<file path="src/design/cbcd_pkg.sv">
// shared types and constants for the complemented bcd frequency encoder
// used by cbcd_front, cbcd_cell and the top level; no dependencies
package cbcd_pkg;

	localparam int BIN_W     = 34;
	localparam int DIGITS    = 10;
	localparam int BCD_N     = (BIN_W * 30103) / 100000 + 1;
	localparam int BCD_W     = 4 * BCD_N;
	localparam int OUT_BYTES = 5;
	localparam int OUT_NIBS  = 2 * OUT_BYTES;
	localparam int CELLS     = BIN_W;
	localparam int SW_W      = 16;
	localparam int MODEL_W   = 2;
	localparam int IN_TDATA_W  = ((BIN_W + 7) / 8) * 8;
	localparam int OUT_TDATA_W = 8 * OUT_BYTES + SW_W;

	localparam logic [BIN_W-1:0] OFFSET_10MHZ = BIN_W'(100000000);
	localparam logic [7:0]       FIXUP_ADD    = 8'd10;

	localparam logic [MODEL_W-1:0] MODEL_PLAIN   = 2'd0;
	localparam logic [MODEL_W-1:0] MODEL_SUB10M  = 2'd1;
	localparam logic [MODEL_W-1:0] MODEL_TOP_FIX = 2'd2;

	localparam logic REG_MODEL  = 1'b0;
	localparam logic REG_SWITCH = 1'b1;

	localparam logic [MODEL_W-1:0] MODEL_RESET  = MODEL_PLAIN;
	localparam logic [SW_W-1:0]    SWITCH_RESET = 16'h0101;

	typedef struct packed {
		logic [BIN_W-1:0] bin;
		logic [BCD_W-1:0] bcd;
		logic             under;
		logic             fix;
	} item_t;

endpackage

</file>
<file path="src/design/complemented_bcd_freq_encoder_unit.sv">
// top level: config registers, entry stage, chain of double dabble cells, output packing
// depends on cbcd_pkg, cbcd_front, cbcd_cell
//
// channel   dir  tdata                                        tuser
// s_axis    in   freq_tenths_hz[33:0], zero fill to 40 bits   -
// m_axis    out  digit_byte0..4, switch_out (56 bits)         underflow
// cfg       in   cfg_we / cfg_index / cfg_data, index 0 model_select, 1 switch_word
//
// the pipeline is one entry stage plus one cell per input bit (34)
// one request accepted per cycle unless the output stalls; every cell is its own elastic stage
// a stalled output fills the chain before s_tready falls
// reset clears valids and loads model 0 and switch word 0x101
module complemented_bcd_freq_encoder_unit (
	input  logic                                 clk,
	input  logic                                 arst_n,
	input  logic                                 s_tvalid,
	output logic                                 s_tready,
	input  logic [cbcd_pkg::IN_TDATA_W-1:0]      s_tdata,  // freq_tenths_hz, zero fill
	output logic                                 m_tvalid,
	input  logic                                 m_tready,
	output logic [cbcd_pkg::OUT_TDATA_W-1:0]     m_tdata,  // digit_byte0..4, switch_out
	output logic [0:0]                           m_tuser,  // underflow
	input  logic                                 cfg_we,
	input  logic                                 cfg_index,
	input  logic [cbcd_pkg::SW_W-1:0]            cfg_data
);
	import cbcd_pkg::*;

	logic [MODEL_W-1:0] model_q;
	logic [SW_W-1:0]    switch_q;

	logic  vld   [CELLS+1];
	logic  rdy   [CELLS+1];
	item_t items [CELLS+1];

	logic [3:0]            nib   [OUT_NIBS];
	logic [8*OUT_BYTES-1:0] bytes_w;
	logic [7:0]            top_byte;

	always_ff @(posedge clk or negedge arst_n) begin
		if (!arst_n) begin
			model_q  <= MODEL_RESET;
			switch_q <= SWITCH_RESET;
		end else if (cfg_we) begin
			case (cfg_index)
				REG_MODEL:  model_q  <= cfg_data[MODEL_W-1:0];
				REG_SWITCH: switch_q <= cfg_data;
				default: ;
			endcase
		end
	end

	cbcd_front u_front (
		.clk       (clk),
		.arst_n    (arst_n),
		.model     (model_q),
		.in_valid  (s_tvalid),
		.in_ready  (s_tready),
		.in_freq   (s_tdata[BIN_W-1:0]),
		.out_valid (vld[0]),
		.out_ready (rdy[0]),
		.out_item  (items[0])
	);

	for (genvar c = 0; c < CELLS; c++) begin : g_cell
		cbcd_cell u_cell (
			.clk       (clk),
			.arst_n    (arst_n),
			.in_valid  (vld[c]),
			.in_ready  (rdy[c]),
			.in_item   (items[c]),
			.out_valid (vld[c+1]),
			.out_ready (rdy[c+1]),
			.out_item  (items[c+1])
		);
	end

	assign rdy[CELLS] = m_tready;
	assign m_tvalid   = vld[CELLS];

	always_comb begin
		for (int i = 0; i < OUT_NIBS; i++) begin
			if (i < DIGITS && i < BCD_N) begin
				nib[i] = ~items[CELLS].bcd[4*i +: 4];
			end else begin
				nib[i] = 4'hF;
			end
		end
		for (int b = 0; b < OUT_BYTES; b++) begin
			bytes_w[8*b +: 8] = {nib[2*b+1], nib[2*b]};
		end
		top_byte = bytes_w[8*(OUT_BYTES-1) +: 8];
		// top-digit fixup model
		if (items[CELLS].fix && top_byte[4]) begin
			bytes_w[8*(OUT_BYTES-1) +: 8] = (top_byte + FIXUP_ADD) & 8'h0F;
		end
	end

	assign m_tdata = {switch_q, bytes_w};
	assign m_tuser = items[CELLS].under;

endmodule

</file>
<file path="src/design/cbcd_front.sv">
// entry stage: optional 10 MHz subtraction with saturation, seeds the bcd chain
// depends on cbcd_pkg
module cbcd_front (
	input  logic                         clk,
	input  logic                         arst_n,
	input  logic [cbcd_pkg::MODEL_W-1:0] model,
	input  logic                         in_valid,
	output logic                         in_ready,
	input  logic [cbcd_pkg::BIN_W-1:0]   in_freq,
	output logic                         out_valid,
	input  logic                         out_ready,
	output cbcd_pkg::item_t              out_item
);
	import cbcd_pkg::*;

	logic  valid_q;
	item_t item_q;
	item_t item_d;

	assign in_ready  = !valid_q || out_ready;
	assign out_valid = valid_q;
	assign out_item  = item_q;

	always_comb begin
		item_d.bcd   = '0;
		item_d.fix   = (model == MODEL_TOP_FIX);
		item_d.under = 1'b0;
		item_d.bin   = in_freq;
		if (model == MODEL_SUB10M) begin
			if (in_freq < OFFSET_10MHZ) begin
				item_d.bin   = '0;
				item_d.under = 1'b1;
			end else begin
				item_d.bin = in_freq - OFFSET_10MHZ;
			end
		end
	end

	always_ff @(posedge clk or negedge arst_n) begin
		if (!arst_n) begin
			valid_q <= 1'b0;
		end else if (in_ready) begin
			valid_q <= in_valid;
		end
	end

	always_ff @(posedge clk) begin
		if (in_ready && in_valid) begin
			item_q <= item_d;
		end
	end

endmodule

</file>
<file path="src/design/cbcd_cell.sv">
// one double dabble step: add three to digits of five or more, shift in one bit
// depends on cbcd_pkg
module cbcd_cell (
	input  logic            clk,
	input  logic            arst_n,
	input  logic            in_valid,
	output logic            in_ready,
	input  cbcd_pkg::item_t in_item,
	output logic            out_valid,
	input  logic            out_ready,
	output cbcd_pkg::item_t out_item
);
	import cbcd_pkg::*;

	logic             valid_q;
	item_t            item_q;
	item_t            item_d;
	logic [BCD_W-1:0] adj;

	assign in_ready  = !valid_q || out_ready;
	assign out_valid = valid_q;
	assign out_item  = item_q;

	always_comb begin
		for (int j = 0; j < BCD_N; j++) begin
			if (in_item.bcd[4*j +: 4] >= 4'd5) begin
				adj[4*j +: 4] = in_item.bcd[4*j +: 4] + 4'd3;
			end else begin
				adj[4*j +: 4] = in_item.bcd[4*j +: 4];
			end
		end
		item_d.bcd   = {adj[BCD_W-2:0], in_item.bin[BIN_W-1]};
		item_d.bin   = {in_item.bin[BIN_W-2:0], 1'b0};
		item_d.under = in_item.under;
		item_d.fix   = in_item.fix;
	end

	always_ff @(posedge clk or negedge arst_n) begin
		if (!arst_n) begin
			valid_q <= 1'b0;
		end else if (in_ready) begin
			valid_q <= in_valid;
		end
	end

	always_ff @(posedge clk) begin
		if (in_ready && in_valid) begin
			item_q <= item_d;
		end
	end

endmodule

</file>
<file path="config.mk">
export PLATFORM = sky130hd
export DESIGN_NAME = complemented_bcd_freq_encoder_unit
export DESIGN_NICKNAME = d
export VERILOG_FILES = /design/src/design/cbcd_pkg.sv /design/src/design/complemented_bcd_freq_encoder_unit.sv /design/src/design/cbcd_front.sv /design/src/design/cbcd_cell.sv
export SDC_FILE = /design/constraint.sdc
export NUM_CORES = 2
export LEC_CHECK = 0
export BUFFER_PORTS_ARGS = -buffer_cell sky130_fd_sc_hd__buf_2
export CAP_MARGIN = 5
export CELL_PAD_IN_SITES_DETAIL_PLACEMENT = 0
export CELL_PAD_IN_SITES_GLOBAL_PLACEMENT = 1
export CORE_MARGIN = 5
export CORE_UTILIZATION = 50
export DETAILED_ROUTE_END_ITERATION = 12
export PLACE_DENSITY = 0.76
export SLEW_MARGIN = 20
export SYNTH_ARGS = -nofsm -noshare
export SYNTH_HDL_FRONTEND = slang
export SYNTH_SLANG_ARGS = --single-unit
</file>
<file path="constraint.sdc">
create_clock -name clk -period 5.87 [get_ports clk]
set_input_delay 0.2935 -clock clk [delete_from_list [all_inputs] [get_ports clk]]
set_output_delay 0.2935 -clock clk [all_outputs]
set_load 0.03 [all_outputs]
</file>
==> flow_metrics.py <==
metrics = {
    "clock_network": {
        "cts_max_level": 4,
        "cts_buffers": 153,
        "cts_resized": 0,
        "cts_buffer_depth": 3,
        "cts-root-buf": "clkbuf_16",
        "clkSlewWorstSetupHoldPaths_ps": 60,
        "clk_latency_ps": 770,
        "postCtsSetupRepairBufs": 0,
        "cts_sinks": 1478,
        "hold_buffers": 63,
        "cts_tree": "yes",
    },
    "setup_path": {
        "worstPathMaxFanout": 13,
        "rrSetupSlack_ps": 2310,
        "max_stage_delay_ps": 620,
        "critical_path_class": "register to output pin",
        "cp.arrival_ps": 3790,
        "cp-startpoint": "g_cell[32].u_cell.out_valid$_DFFE_PN0P_",
        "crit_path_start_kind": "register",
        "cp_cell_sequence": "and4b_1 -> nand4_1 -> nor4_2 -> buf_4 -> and3_1 -> nand4_1 -> buf_2",
        "cpMaxStageDelayCell": "nor4_2",
        "reg2reg_from": "model_q[1]$_DFFE_PN0P_",
        "worstReg2RegEnd": "u_front.out_item[77]$_DFFE_PP_",
        "cp_num_buf_inv": 2,
        "crit_cells": 7,
        "critPathRequiredTime_ps": 5580,
        "cp_top_family": "simple AND/OR/NAND/NOR gates",
        "endpoint": "s_tready",
        "endpoint_kind": "output pin",
        "crit_top_cell": "nand4_1",
        "reg2reg_depth": 6,
    },
    "timing": {
        "skew_ps": 28.54,
        "whs_ps": 188.9,
        "relSlewSlack_pct": 29.61,
        "fin_ws_ps": 1782,
        "clock.fmax_ghz": 0.2446,
        "hold_viol": 0,
        "fin_tns_setup_ps": 0,
        "tightest_slew_ps": 1056,
        "fin_crit_sh_pct": 69.64,
        "fin_crit_ps": 4088,
        "rsz0062_at_grt": "false",
        "final_max_slew_viol_count": 0,
        "setup_viol": 0,
    },
    "outcome": {
        "status": "complete, no violations",
    },
    "global_route": {
        "grt_usage_pct": 13.49,
        "grt_overflow": 0,
        "grt_pass1_wl_um": 149100,
        "grt_pass1_vias": 32320,
        "grt_start_max_net_pins": 54,
        "grt_antenna_before_repair": 0,
    },
    "yosys": {
        "yosys_warnings": 0,
        "avgSynthCellArea_um2": 13.79,
        "async_reset_ff_share_pct": 3.586,
        "synth_nets": 5000,
        "syn_inst": 4582,
        "synth-seq-area-share_pct": 69.83,
        "synth.distinct_cells": 58,
        "synth_edf_count": 1425,
        "syn_area_mm2": 0.06318,
        "ys_ff_latch": 1478,
        "ys.flop_type": "edfxtp_1",
    },
    "route": {
        "wl_met3_um": 3257,
        "highest_layer": "met4",
        "via_per_inst": 4.868,
        "vias": 32610,
        "wl_met2_um": 46660,
        "antenna_left": 0,
        "routed_wl_um": 87180,
        "wl_met1_um": 35200,
        "drc": 0,
        "first_pass_iters": 4,
        "wl_per_cell_um": 13.01,
        "drt_iter0_drc": 1535,
    },
    "place": {
        "dp.cells": 6352,
        "pre_cts_ws_ps": 2202,
        "portBuffers": 114,
        "gp_congestion": 0.7944,
        "hpwl_um": 60670,
        "postPlaceCellArea_mm2": 0.06618,
    },
    "run": {
        "drv_cap": 0,
    },
    "power_and_ir_drop": {
        "netSwitchingPower_mw": 8.964,
        "fin_total_pwr_mw": 31.55,
        "powerDensity_mw_per_mm2": 439.5,
        "irDropWorstVdd_uv": 315.4,
        "p_sw_share_pct": 28.42,
        "p_clk_share_pct": 28.9,
        "combinationalPowerShare_pct": 20.5,
        "leakage_nw": 28.31,
        "sequentialPowerShare_pct": 50.6,
        "p_int_mw": 22.58,
    },
    "finish": {
        "syn2layout_area_growth_pct": 13.60,
        "multi_input_area_mm2": 0.01775,
        "nFillCells": 9843,
        "finish.instance_area_mm2": 0.07178,
        "final_common_cell": "edfxtp_1",
        "final_nets": 5345,
        "drive_gt1_share_pct": 8.535,
        "area.sequential_mm2": 0.04412,
        "antenna_cells": 0,
        "finish.utilization_pct": 57.16,
        "mostFrequentLayoutCells": "edfxtp_1 (1425), nand2_1 (690), inv_1 (404)",
        "finalNonFillerCells": 6700,
    },
    "floorplan": {
        "dieHeight_um": 365.5,
        "core_region_area_mm2": 0.1256,
        "start_util_pct": 50.32,
        "pin_count": 121,
        "dieArea_mm2": 0.1336,
        "row_count": 130,
        "die_w_um": 365.5,
    },
    "hold_path": {
        "min_path_type": "input pin to asynchronous set/reset pin",
    },
}
==> worst min-delay path: stages <==
cell	delay, ps
dlygate4sd3_1	520
buf_2	90
buf_4	560
==> layer usage <==
metal  global-route usage (%)  vias to the layer above
met4                    4.592                        0
li1                         -                    16830
met2                    25.39                      383
met5                        0                        -
met1                    15.15                    15240
met3                    2.867                      159
==> synth_stat cells (4+ instances only) <==
library cell | n | area (um2)
buf_2 | 4 | 20.02
o22a_1 | 4 | 35.03
nand3_1 | 7 | 35.03
a31oi_1 | 5 | 31.28
mux2i_1 | 168 | 1682
nand2_1 | 690 | 2590
nor2b_1 | 19 | 118.9
and3_1 | 9 | 56.30
clkbuf_1 | 7 | 26.28
edfxtp_1 | 1425 | 42790
xnor2_1 | 179 | 1568
o211ai_1 | 12 | 90.09
a21boi_0 | 9 | 67.56
dfrtp_1 | 51 | 1276
ha_1 | 356 | 4454
inv_1 | 404 | 1516
nor4_1 | 7 | 43.79
o21ai_0 | 352 | 1762
nand2b_1 | 342 | 2140
nor2_1 | 200 | 750.7
a21oi_1 | 194 | 970.9
and4_1 | 6 | 52.55
nand4_1 | 8 | 50.05
nor3_1 | 8 | 40.04
a21o_1 | 11 | 82.58
or2_2 | 12 | 75.07
or3_1 | 6 | 37.54
o21a_1 | 6 | 45.04
and2_1 | 13 | 81.33
mux2_2 | 22 | 247.7
and2b_2 | 8 | 70.07
==> layout make-up <==
| class | count | share of cell area, % |
|---|---|---|
| clock inverters | 86 | 1.091 |
| multi-input cells | 2686 | 24.72 |
| inverters | 404 | 2.113 |
| well taps | 1650 | 2.876 |
| clock buffers | 192 | 5.580 |
| repair buffers | 204 | 2.148 |
| flip-flops and latches | 1478 | 61.47 |
==> state kept, by name, summed over array words and instances (netlist names) <==
signal and count:
model_q 2, g_cell.u_cell.out_valid 34, u_front.out_valid 1, g_cell.u_cell.out_item 1389, switch_q 16, u_front.out_item 36
==> power by group through the flow <==
stage	clock [mW]	combinational, mW	sequential [mW]
2_1_floorplan	0	5.15	15.8
6_report	9.11	6.47	16.0
3_3_place_gp	0	6.34	16.1
5_1_grt	9.92	7.54	16.3
4_1_cts	9.45	6.62	16.0
3_5_place_dp	0	6.55	16.2
==> worst min path at each step <==
| stage | start | end | depth (start not counted) |
|---|---|---|---|
| 2_1_floorplan | arst_n | g_cell[0].u_cell.out_valid$_DFFE_PN0P_ | 0 |
| 3_3_place_gp | g_cell[21].u_cell.out_item[75]$_DFFE_PP_ | g_cell[22].u_cell.out_item[76]$_DFFE_PP_ | 0 |
| 3_5_place_dp | u_front.out_item[51]$_DFFE_PP_ | g_cell[0].u_cell.out_item[52]$_DFFE_PP_ | 0 |
| 4_1_cts | arst_n | switch_q[3]$_DFFE_PN0P_ | 3 |
| 5_1_grt | arst_n | switch_q[3]$_DFFE_PN0P_ | 3 |
| 6_report | arst_n | model_q[1]$_DFFE_PN0P_ | 3 |
==> logic make-up after synthesis <==
logic type	synth area share [%]
compound gates	5.206
xor+xnor	2.481
fa+ha+maj	7.050
buf+inv	2.515
flops	69.83
mux	3.054
simple gates	9.864
Power figures use the tool's default switching activity.
